--- src/hdl/pol_pkg.sv ---
// ----------------------------------------------------------------------------
// pol_pkg - shared types and constants for the positional ordered list
// Request codes, result status codes, cell control word and FSM states.
// ----------------------------------------------------------------------------
package pol_pkg;

   localparam int DEF_CAPACITY = 64;
   localparam int VALUE_W      = 32;
   localparam int FUNC_W       = 3;
   localparam int POS_W        = 8;
   // cell index / count as seen by a cell; the user must see that CAPACITY never exceeds 255; nothing enforces it
   localparam int IDX_W        = 8;
   // wide enough for position, count and count+1 without wrap
   localparam int CMP_W        = 9;

   typedef enum logic [FUNC_W-1:0] {
      FN_INS_FRONT = 3'd0,
      FN_INS_END   = 3'd1,
      FN_INS_POS   = 3'd2,
      FN_DEL_FRONT = 3'd3,
      FN_DEL_END   = 3'd4,
      FN_DEL_POS   = 3'd5,
      FN_SEARCH    = 3'd6
   } func_type;

   typedef enum logic [1:0] {
      ST_DONE      = 2'd0,
      ST_FULL      = 2'd1,
      ST_IGNORED   = 2'd2,
      ST_NOT_FOUND = 2'd3
   } status_type;

   typedef enum logic [1:0] {
      OP_HOLD   = 2'd0,
      OP_INSERT = 2'd1,
      OP_DELETE = 2'd2
   } op_type;

   typedef enum logic {
      S_IDLE = 1'b0,
      S_SCAN = 1'b1
   } state_type;

   // broadcast to every cell each cycle
   typedef struct packed {
      op_type               op;
      logic [IDX_W-1:0]     idx;    // target slot of insert/delete
      logic [IDX_W-1:0]     cnt;    // live entries, masks the compare
      logic [VALUE_W-1:0]   value;  // value to insert or search key
   } cell_ctrl_type;

endpackage

--- src/hdl/pol_cell.sv ---
// ----------------------------------------------------------------------------
// pol_cell - one slot of the list
// Holds one entry; shifts from its left or right neighbor on insert/delete
// and registers an equality flag against the broadcast key.
// ----------------------------------------------------------------------------
module pol_cell #(
   parameter int INDEX = 0
) (
   input  logic                          clock,
   input  pol_pkg::cell_ctrl_type        ctrl,
   input  logic [pol_pkg::VALUE_W-1:0]   prev_entry,
   input  logic [pol_pkg::VALUE_W-1:0]   next_entry,
   output logic [pol_pkg::VALUE_W-1:0]   entry,
   output logic                          hit
);
   import pol_pkg::*;

   logic [VALUE_W-1:0] entry_ff, entry_in;
   logic               hit_ff, hit_in;
   logic               at_k, past_k;

   assign at_k   = (ctrl.idx == IDX_W'(INDEX));
   assign past_k = (ctrl.idx <  IDX_W'(INDEX));

   always_comb begin
      entry_in = entry_ff;
      case (ctrl.op)
         OP_INSERT: begin
            if (at_k)        entry_in = ctrl.value;
            else if (past_k) entry_in = prev_entry;
         end
         OP_DELETE: begin
            if (at_k || past_k) entry_in = next_entry;
         end
         default: entry_in = entry_ff;
      endcase
   end

   // only slots below the count take part in a search
   assign hit_in = (IDX_W'(INDEX) < ctrl.cnt) && (entry_ff == ctrl.value);

   always_ff @(posedge clock) begin
      entry_ff <= entry_in;
      hit_ff   <= hit_in;
   end

   assign entry = entry_ff;
   assign hit   = hit_ff;

endmodule

--- config.mk ---
export PLATFORM = sky130hd
export DESIGN_NAME = pol_cell
export DESIGN_NICKNAME = d
export VERILOG_FILES = /design/src/hdl/pol_pkg.sv /design/src/hdl/pol_cell.sv
export SDC_FILE = /design/constraint.sdc
export NUM_CORES = 1
export LEC_CHECK = 0
export BUFFER_PORTS_ARGS = -buffer_cell sky130_fd_sc_hd__buf_4
export CAP_MARGIN = 20
export CORE_MARGIN = 8
export CORE_UTILIZATION = 35
export CTS_BUF_LIST = sky130_fd_sc_hd__clkbuf_8 sky130_fd_sc_hd__clkbuf_16
export DETAILED_ROUTE_END_ITERATION = 10
export PLACE_DENSITY = 0.85
export SLEW_MARGIN = 20
export SYNTH_ARGS = -nofsm -noshare
export SYNTH_HDL_FRONTEND = slang
export SYNTH_SLANG_ARGS = --single-unit
export TNS_END_PERCENT = 1
--- constraint.sdc ---
create_clock -name clock -period 2.7 [get_ports clock]
set_clock_uncertainty 0.05 [all_clocks]
set_input_delay 0.405 -clock clock [delete_from_list [all_inputs] [get_ports clock]]
set_output_delay 0.405 -clock clock [all_outputs]
set_load 0.03 [all_outputs]
# Yosys cells after proc, flatten, opt, wreduce, memory -nomap -nowiden
# Cells that the tools add are included.
# totals
register_bits	33
latch_bits	0
ramBits	0
rom_bits	0
inputBits	115
word_cells	18
mem_count	0
# classes
addsub	0
multipliers	0
div	0
magnitude_cmp	2
eq_ne	5
n_shift	0
muxes	4
bitwise_logic	0
n_reduce_logical	5
# ops
cell	count
$mux W32	3
$pmux W32 S2	1
$eq A32 B32 Y1	1
$logic_not A8 Y1	1
$lt A1 B8 Y1 const A	1
$lt A8 B1 Y1 const B	1
$ne A3 B3 Y1 const B	1
$reduce_and A3 Y1	1
$eq A2 B1 Y1 const B	1
$eq A2 B2 Y1 const B	1
$ne A2 B2 Y1 const B	1
$reduce_bool A2 Y1	1
$logic_and A1 B1 Y1	1
$logic_or A1 B1 Y1	1

# Logic depth before layout (Yosys ltp)
# depth
word_depth	4
depth_mapped	7

# Least setup slack after synthesis
# OpenSTA, ideal clock, no wires.
# synth_path
path_type	in2reg
startpoint	input port ctrl[48] in the netlist's numbering
endpoint	register entry_ff[0] (netlist: entry[0]) (enable)
setup_ns	0.421
t_arrival_ns	2.448
required_time_ns	2.229
setup_slack_ns	-0.219
path_stages	7
n_path_buf	2
path_cell_list	inv_1 -> ha_1 -> clkbuf_1 -> buf_2 -> nor2_1 -> a21oi_1 -> nor2_1
# synth_between
elab_chain_len	3
# synth_rtl
item	line	text
start, declared	pol_cell.sv:10	input pol_pkg::cell_ctrl_type ctrl,
$eq A2 B1 Y1 / $eq A2 B2 Y1 (equally long branches)	pol_cell.sv:27	case (ctrl.op)
$ne A3 B3 Y1 (no line) (tied with other cells)	--	
$reduce_and A3 Y1 (no line) (*)	--	
end signal, assigned	pol_cell.sv:43	entry_ff <= entry_in;
end, declared	pol_cell.sv:18	logic [VALUE_W-1:0] entry_ff, entry_in;
# Every way passes the cells marked *; elsewhere a longest branch is shown, timed or not.
# A chain may end at the register's enable or synchronous reset.

# Worst setup path in the final report
# layout_path
startpoint	input port ctrl[41] in the netlist's numbering
endpoint	register entry_ff[2] (netlist: entry[2]) (enable)
# layout_between
elab_chain_len	4
# layout_rtl
item	line	text
$lt A8 B1 Y1 / $logic_not A8 Y1 (equally long branches)	pol_cell.sv:23, pol_cell.sv:22	
$logic_or A1 B1 Y1	pol_cell.sv:33	if (at_k || past_k) entry_in = next_entry;
$ne A2 B2 Y1 (no line)	--	
$reduce_and A3 Y1 (no line) (*)	--	
# Marked as above.

==> results.toml <==
[power]
power.density_nw_per_um2 = 533
peakVddDrop_mv = 0.294
leakagePower_nw = 1.21

[cts]
hold_buffers = 0
clk_latency_ps = 280
cts_post_setup_buffers_inserted = 0
cts-htree-levels = 2
cts_tree = "built"
cts_made_buffers = 5
path_clk_slew_ps = 70
postCtsResizedCells = 0
cts_buffer_depth = 2
cts.sinks = 33
cts_root_buf = "clkbuf_8"

[route]
via_per_inst = 4.60
initialDrtViolationCount = 48
drc = 0
drtPass1Iterations = 4
vias = 1441
routed_wirelength_um = 5110
wire_per_inst_um = 16.3
antenna_left = 0

[timing]
setup_viol = 0
tns_ps = 0
hold_viol = 0
fin_crit_ps = 1850
min_period_over_period_pct = 68.4
max_freq_ghz = 0.541
worst_pin_slew_ps = 947
rsz0062_at_grt = "false"
drv_slew = 0
slew_headroom_pct = 36.7

[global_routing]
track_usage_pct = 13.1
use_met1_pct = 13.0
grt_pass1_vias = 1607
antenna_found_initial = 0
grt_pass1_wl_um = 7780
met2_usage_pct = 23.2
grtUsageMet3_pct = 7.22
grt-ovfl-total = 0
busiest_layer = "met2"
grt_max_degree = 33

[worst_setup_path]
required_ps = 2550
crit_chain = "buf_4 > nor4_1 > a21oi_1 > nor2_4"
cp.arrival_ps = 1700
slowest_stage = "nor2_4"
path_class = "in -> reg"
cp_max_fo = 32
cp-start-kind = "input pin"
slowest_delay_ps = 730
critPathTopFamily = "simple AND/OR/NAND/NOR gates"
cp-end-kind = "flip-flop"
cp_num_buf_inv = 1

[final_layout]
drive_gt1_share_pct = 65.0
fin_nets = 359
num_antenna_cells = 0
final_cell_mix = "buf_4, mux2_2, edfxtp_1, xor2_1, nor4_1"
final_common_cell = "buf_4"
finish.utilization_pct = 56.3
area_growth_pct = 57.6
num-fill-cells = 438

[synthesis]
syn-num-nets = 240
ys_ff_latch = 33
yosysSeqAreaShare_pct = 54.5
synth_cell_types = 16
syn-cell-area_sq_um = 1800
syn_inst = 123
yosys_warnings = 0
avgSynthCellArea_sq_um = 14.6

[die]
core_sq_um = 5040
die_x_um = 87.7
die_y_um = 87.7
start_util_pct = 35.7
die_area_sq_um = 7690
num_rows = 26
io_pins = 148

[status]
status = "completed"

[place]
portBuffers = 115
dp_hpwl_um = 4100
place_congestion = 0.726

[worst_hold_path]
hp-class = "in -> reg"

[job]
max-cap-violations = 0
==> final timing paths <==
check	endpoint	start	cells past startpoint	slack (ps)
setup / recovery	entry[2]$_DFFE_PP_	ctrl[41]	4	850
hold / removal	entry[5]$_DFFE_PP_	next_entry[5]	2	380
setup reg to reg	hit$_DFF_P_	entry[10]$_DFFE_PP_	4	1040
hold reg to reg	hit$_DFF_P_	entry[28]$_DFFE_PP_	3	560
==> layer usage <==
layer | vias to the layer above | share of wire, %
li1 | 700 | -
met1 | 663 | 37
met5 | - | 0
met2 | 76 | 51
met3 | 2 | 11
met4 | 0 | 0.35
==> cell usage after synthesis <==
cell type	instances	area [sq um]
xor2_1	28	245
a2111oi_2	1	15.0
xnor2_1	4	35.0
nand3_1	1	5.00
a21oi_1	1	5.00
edfxtp_1	32	961
nand4_1	2	12.5
nor4_1	9	56.3
nor4_2	2	25.0
nor2_1	2	7.51
dfxtp_1	1	20.0
mux2_2	32	360
buf_2	3	15.0
inv_1	2	7.51
clkbuf_1	1	3.75
ha_1	2	25.0
==> state kept, by name, summed over array words and instances, names as in the netlist <==
signal  cells
entry      32
hit         1
==> cell type report <==
class | count | area (sq um) | area share (%)
clock buffers | 6 | 82.6 | 2.91
clock inverters | 2 | 7.51 | 0.265
inverters | 2 | 7.51 | 0.265
multi-input cells | 84 | 800 | 28.2
flip-flops and latches | 33 | 981 | 34.6
well taps | 70 | 87.6 | 3.09
repair buffers | 116 | 871 | 30.7
==> metrics by stage <==
stage / worst slack [ps] / total power, mW / instance area, sq um / hold WS, ps / std cells
after floorplan: 307 / 0.932 / 1800 / 567 / 123
after global routing: 718 / 1.60 / 2840 / 357 / 313
after CTS: 811 / 1.54 / 2840 / 362 / 313
after detailed placement: 518 / 1.16 / 2750 / 556 / 305
final: 852 / 1.51 / 2840 / 376 / 313
after global placement: 562 / 1.15 / 2750 / 533 / 305
==> logic make-up (layout without fill, tap and decap cells) <==
group                    after synthesis  count (layout)  synth area share (%)
multiplexers                          32              32                  20.0
adder cells (fa/ha/maj)                2               2                  1.39
flip-flops                            33              33                  54.5
AO/OA/AOI/OAI                          2               2                  1.11
XOR/XNOR                              32              32                  15.6
AND/OR/NAND/NOR                       16              16                  5.91
buffers and inverters                  6             126                  1.46
==> where the power goes <==
part	total, mW	switching, mW	internal [mW]
registers	0.679	0.0398	0.639
clock network	0.372	0.172	0.200
logic	0.460	0.240	0.221
total	1.51	0.451	1.06
==> worst reg2reg max path, stage by stage (launching register included) <==
cell and delay [ps]:
edfxtp_1 410, xor2_1 160, nor4_1 410, nand4_1 220, a2111oi_2 310
No activity file was read; power rests on OpenSTA's default activity.
