`src/hdl/pol_pkg.sv`:
```
// ----------------------------------------------------------------------------
// pol_pkg - shared types and constants for the positional ordered list
// Request codes, result status codes, cell control word and FSM states.
// ----------------------------------------------------------------------------
package pol_pkg;

   localparam int DEF_CAPACITY = 64;
   localparam int VALUE_W      = 32;
   localparam int FUNC_W       = 3;
   localparam int POS_W        = 8;
   // cell index / count as seen by a cell; the user must see that CAPACITY never exceeds 255; nothing enforces it
   localparam int IDX_W        = 8;
   // wide enough for position, count and count+1 without wrap
   localparam int CMP_W        = 9;

   typedef enum logic [FUNC_W-1:0] {
      FN_INS_FRONT = 3'd0,
      FN_INS_END   = 3'd1,
      FN_INS_POS   = 3'd2,
      FN_DEL_FRONT = 3'd3,
      FN_DEL_END   = 3'd4,
      FN_DEL_POS   = 3'd5,
      FN_SEARCH    = 3'd6
   } func_type;

   typedef enum logic [1:0] {
      ST_DONE      = 2'd0,
      ST_FULL      = 2'd1,
      ST_IGNORED   = 2'd2,
      ST_NOT_FOUND = 2'd3
   } status_type;

   typedef enum logic [1:0] {
      OP_HOLD   = 2'd0,
      OP_INSERT = 2'd1,
      OP_DELETE = 2'd2
   } op_type;

   typedef enum logic {
      S_IDLE = 1'b0,
      S_SCAN = 1'b1
   } state_type;

   // broadcast to every cell each cycle
   typedef struct packed {
      op_type               op;
      logic [IDX_W-1:0]     idx;    // target slot of insert/delete
      logic [IDX_W-1:0]     cnt;    // live entries, masks the compare
      logic [VALUE_W-1:0]   value;  // value to insert or search key
   } cell_ctrl_type;

endpackage

```
`src/hdl/pol_first.sv`:
```
// ----------------------------------------------------------------------------
// pol_first - first-match encoder
// Turns the registered per-slot match flags into the 1-based position of the
// lowest matching slot.
// ----------------------------------------------------------------------------
module pol_first #(
   parameter int CAPACITY = pol_pkg::DEF_CAPACITY,
   parameter int CNT_W    = $clog2(CAPACITY + 1)
) (
   input  logic [CAPACITY-1:0] match,
   output logic                hit,
   output logic [CNT_W-1:0]    position
);
   import pol_pkg::*;

   logic [CAPACITY-1:0] first;

   assign first[0] = match[0];
   for (genvar i = 1; i < CAPACITY; i++) begin : g_first
      assign first[i] = match[i] && !(|match[i-1:0]);
   end

   always_comb begin
      position = '0;
      for (int i = 0; i < CAPACITY; i++) begin
         if (first[i]) position = position | CNT_W'(i + 1);
      end
   end

   assign hit = |match;

endmodule

```
`config.mk`:
```
export PLATFORM = sky130hd
export DESIGN_NAME = pol_first
export DESIGN_NICKNAME = d
export VERILOG_FILES = /design/src/hdl/pol_pkg.sv /design/src/hdl/pol_first.sv
export SDC_FILE = /design/constraint.sdc
export NUM_CORES = 1
export LEC_CHECK = 0
export BUFFER_PORTS_ARGS = -buffer_cell sky130_fd_sc_hd__buf_4
export CORE_MARGIN = 2
export CORE_UTILIZATION = 40
export DETAILED_ROUTE_END_ITERATION = 10
export GPL_TIMING_DRIVEN = 0
export PLACE_DENSITY = 0.79
export SLEW_MARGIN = 20
export SYNTH_ARGS = -nofsm -noshare
export SYNTH_HDL_FRONTEND = slang
export SYNTH_SLANG_ARGS = --single-unit
```
`constraint.sdc`:
```
create_clock -name vclk -period 2
set_clock_uncertainty 0.05 [all_clocks]
set_input_delay 0 -clock vclk [all_inputs]
set_output_delay 0 -clock vclk [all_outputs]
set_load 0.03 [all_outputs]
```
# Word-level counts from Yosys, hierarchy flattened
# Index checks and enable logic that the tools add are counted.
[totals] in_bits=64 regBits=0 out_inout_bits=8 elab_cells=253
[op_classes] mux=64 n_reduce_logical=189
[op_table] cell="6-bit two-way mux" n=32
[op_table] cell="5-bit two-way mux" n=16
[op_table] cell="64-bit OR reduction" n=1
[op_table] cell="1-bit logical AND" n=63
[op_table] cell="1-bit zero test" n=63
[op_table] cell="63-bit OR reduction" n=1
[op_table] cell="62-bit OR reduction" n=1
[op_table] cell="61-bit OR reduction" n=1
[op_table] cell="60-bit OR reduction" n=1
[op_table] cell="59-bit OR reduction" n=1
[op_table] cell="58-bit OR reduction" n=1
[op_table] cell="57-bit OR reduction" n=1
[op_table] cell="56-bit OR reduction" n=1
[op_table] cell="55-bit OR reduction" n=1
[op_table] cell="54-bit OR reduction" n=1
[op_table] cell="53-bit OR reduction" n=1
[op_table] cell="52-bit OR reduction" n=1
[op_table] cell="51-bit OR reduction" n=1
[op_table] cell="50-bit OR reduction" n=1
[op_table] cell="49-bit OR reduction" n=1
[op_table] cell="48-bit OR reduction" n=1
[op_table] cell="47-bit OR reduction" n=1
[op_table] cell="46-bit OR reduction" n=1
[op_table] cell="45-bit OR reduction" n=1
[op_table] cell="48 further kinds" n=59

# Depth between registers and ports, before layout
[depth] depth_word=65 mapped_depth=7 depth_no_buf=6

# Worst setup path after synthesis
# OpenSTA, ideal clock, no wires.
[synth_timing] path_type="input port to output port" from="input match[19]" to="output position[0]" n_path_buf=0 required_ns=1.950 arrival_time_ns=2.047 path_stages=6 slack_ns=-0.097 cell_sequence="or4_4 > or3_4 > nor4_4 > nand4_2 > o311a_1 > nand4b_1"
[synth_between] elab_chain_len=47 elab_cells_between_ends=110
[synth_lines] item="start, declared" line_no="pol_first.sv:10" rtl="input logic [CAPACITY-1:0] match,"
[synth_lines] item="20-bit OR reduction" line_no="pol_first.sv:20" rtl="assign first[i] = match[i] && !(|match[i-1:0]);"
[synth_lines] item="1-bit zero test" line_no="pol_first.sv:20"
[synth_lines] item="1-bit logical AND" line_no="pol_first.sv:20"
[synth_lines] item="5-bit two-way mux (11 in series)" line_no="pol_first.sv:26" rtl="if (first[i]) position = position | CNT_W'(i + 1);"
[synth_lines] item="6-bit two-way mux (31 in series)" line_no="pol_first.sv:26"
[synth_lines] item="6-bit two-way mux *" line_no="pol_first.sv:26"
[synth_lines] item="7-bit two-way mux *" line_no="pol_first.sv:26"
[synth_lines] item="end, declared" line_no="pol_first.sv:12" rtl="output logic [CNT_W-1:0] position"
# Every way passes the cells marked *; elsewhere a longest branch is shown, timed or not.

# Worst setup path after layout
[layout_timing] from="input match[22]" to="output position[0]"
[layout_between] elab_chain_len=43 elab_cells_between_ends=103
[layout_lines] item="24-bit OR reduction or 1-bit logical AND (tied branches)" line_no="pol_first.sv:20"
[layout_lines] item="1-bit zero test or 5-bit two-way mux (tied branches)" line_no="pol_first.sv:20, pol_first.sv:26"
[layout_lines] item="1-bit logical AND or 5-bit two-way mux (tied branches)" line_no="pol_first.sv:20, pol_first.sv:26"
[layout_lines] item="5-bit two-way mux (7 in series)" line_no="pol_first.sv:26"
[layout_lines] item="6-bit two-way mux (31 in series)" line_no="pol_first.sv:26"
[layout_lines] item="6-bit two-way mux *" line_no="pol_first.sv:26"
[layout_lines] item="7-bit two-way mux *" line_no="pol_first.sv:26"
# Marks and branches as above.

==> impl_metrics.json <==
{
  "status": "finished with violations",
  "violations": "setup timing",
  "seq_area_um2": 0,
  "drtPass1Iterations": 4,
  "portBuffers": 72,
  "grtUsageTotal": 0.2373,
  "yosysMostFrequentCell": "nor2_1",
  "crit_type": "in2out",
  "initial_core_util": 0.4182,
  "grt_max_degree": 11,
  "p_leak_nw": 0.7898,
  "drc_errors": 0,
  "path_buf_inv": 4,
  "vias": 1641,
  "wl_um": 3798,
  "synth_fp_nets": 235,
  "area_delta_synth_final_pct": 77.61,
  "cpMostUsedCell": "buf_6",
  "hp-start": "match[63]",
  "grt_pass1_wl_um": 5444,
  "synth_top_family_by_area": "simple AND/OR/NAND/NOR gates",
  "critical-path-top-delay-family": "simple AND/OR/NAND/NOR gates",
  "power_density_nw_per_um2": 135.9,
  "synthSimpleGateAreaFrac": 0.6728,
  "fillerInstances": 200,
  "final_util": 0.7428,
  "fin_crit_sh": 1.066,
  "core_um2": 2432,
  "first_iter_violations": 50,
  "overflow": 0,
  "met1_usage": 0.3641,
  "n_antenna_cell": 0,
  "wl_per_cell_um": 13.66,
  "grt_antenna_before_repair": 0,
  "gp_congestion": 0.8720,
  "netlist.area_leader.share": 0.1033,
  "top_usage_layer": "met2",
  "fin_setup_tns_ns": -0.5815,
  "rsz0062_at_grt": "true",
  "final.min_clock_period_ns": 2.131,
  "grt.met2_usage": 0.3835,
  "synth_area_um2": 1017,
  "hold_path_end": "hit",
  "ant_nets": 0,
  "path_max_fanout": 10,
  "grt_pass1_vias": 1294,
  "synth.area.top_cells": "nor2_1, nor3_1, nor2b_1, nor4_1, nand3_1",
  "dpl.cell_count": 273,
  "worstPathRequired_ns": 1.95,
  "synth_adder_area_share": 0,
  "tightest_slew_ns": 0.8683,
  "synth-xor-area-share": 0,
  "synth.distinct_cells": 45,
  "io_pins": 72,
  "irDropWorstVdd_mv": 0.1009,
  "cp-end-kind": "primary output",
  "placed_cell_area_um2": 1597,
  "layout_setup_ws_ns": -0.1314,
  "max_freq_mhz": 469.2,
  "nets": 314,
  "worst_setup_path_start_kind": "primary input",
  "cp_slowest_cell": "or4_4",
  "synth_cells": 171,
  "yosys_warnings": 0,
  "power_mw": 0.2455,
  "clkbuf_count": 0,
  "slew_violations": 0,
  "fin_area_um2": 1807,
  "finalHoldWorstSlack_ns": 0.2636,
  "rows": 18,
  "dieArea_um2": 2963,
  "dp_hpwl_um": 2975,
  "dpl_worst_slack_ns": -0.3439,
  "setup_viol": 7,
  "worstPathArrival_ns": 2.08,
  "synth_common_cells": "nor2_1, nor3_1",
  "final_cell_count_no_fill": 278,
  "avgSynthCellArea_um2": 5.949,
  "synth_compound_area_frac": 0.2792,
  "holdCritPathClass": "in2out",
  "relSlewSlack": 0.4158,
  "cpPeakStageDelay_ns": 0.54,
  "avgViaCountPerCell": 5.903,
  "die_w_um": 54.43,
  "die_h_um": 54.43,
  "synth-seq-area-share": 0,
  "synth_top_area_cell": "nor2_1",
  "critPathLaunch": "match[22]",
  "cap_violations": 0,
  "min_path_cells": 3,
  "path_depth": 10,
  "seq_cell_count": 0,
  "final-hold-violation-count": 0,
  "yosys-mux-area-fraction": 0,
  "drive_gt1_frac": 0.4032,
  "met3_usage": 0.005464,
  "path_cells": "buf_6 -> or4_4 -> or3_4 -> nor4_4 -> buf_6 -> buf_8 -> o211ai_1 -> o311a_1 -> nand4b_1 -> buf_6"
}
timing repair:
item / in CTS / in global routing
setup buffers: 3 / 2
gates resized for setup: 26 / 12
hold endpoints to repair: 0 / 0
setup endpoints to repair: 8 / 8
hold buffers: 0 / 0
pin swaps: 9 / 4
layer usage:
layer | vias to the layer above | routed length, um
li1 | 838 | -
met1 | 723 | 1823
met2 | 74 | 1697
met3 | 6 | 244
met4 | 0 | 34
met5 | - | 0
how the worst max path moves through the flow:
stage                  endpoint  slack [ns]
detailed placement  position[5]       -0.34
CTS                 position[1]       -0.17
finish              position[0]       -0.13
global placement    position[5]       -0.37
global route        position[1]       -0.17
floorplan           position[0]       -0.03
cells by family after synthesis:
group                  count (synthesis)
AND/OR/NAND/NOR                      119
buffers and inverters                 12
AO/OA/AOI/OAI                         40
cells in the final DEF, fill, tap and decap left out, drive strengths merged, types with 2 or more instances in the layout:
| cell type | instances |
|---|---|
| nor2b | 10 |
| or3 | 4 |
| o2111ai | 2 |
| nor2 | 28 |
| a31oi | 4 |
| inv | 10 |
| nand2b | 3 |
| a211oi | 2 |
| and2 | 2 |
| nor3 | 15 |
| nand3 | 10 |
| a21oi | 8 |
| nor4 | 11 |
| buf | 78 |
| a31o | 2 |
| nand2 | 10 |
| o21ai | 6 |
| nor4b | 5 |
| o211ai | 3 |
| nand4 | 9 |
| nand4b | 4 |
| or4 | 3 |
power by group:
group	switching (mW)	leakage (nW)	total, mW	internal, mW
registers	0	0	0	0
logic	0.114	0.790	0.246	0.132
clock network	0	0	0	0
total	0.114	0.790	0.246	0.132
cell type report:
class | instances | area [um^2] | share of cell area
Multi-Input combinational cell | 159 | 1089 | 0.6025
Timing Repair Buffer | 77 | 623.1 | 0.3449
Inverter | 10 | 37.54 | 0.02078
Tap cell | 30 | 37.54 | 0.02078
Buffer | 2 | 20.02 | 0.01108
(Power assumes the default switching activity.)
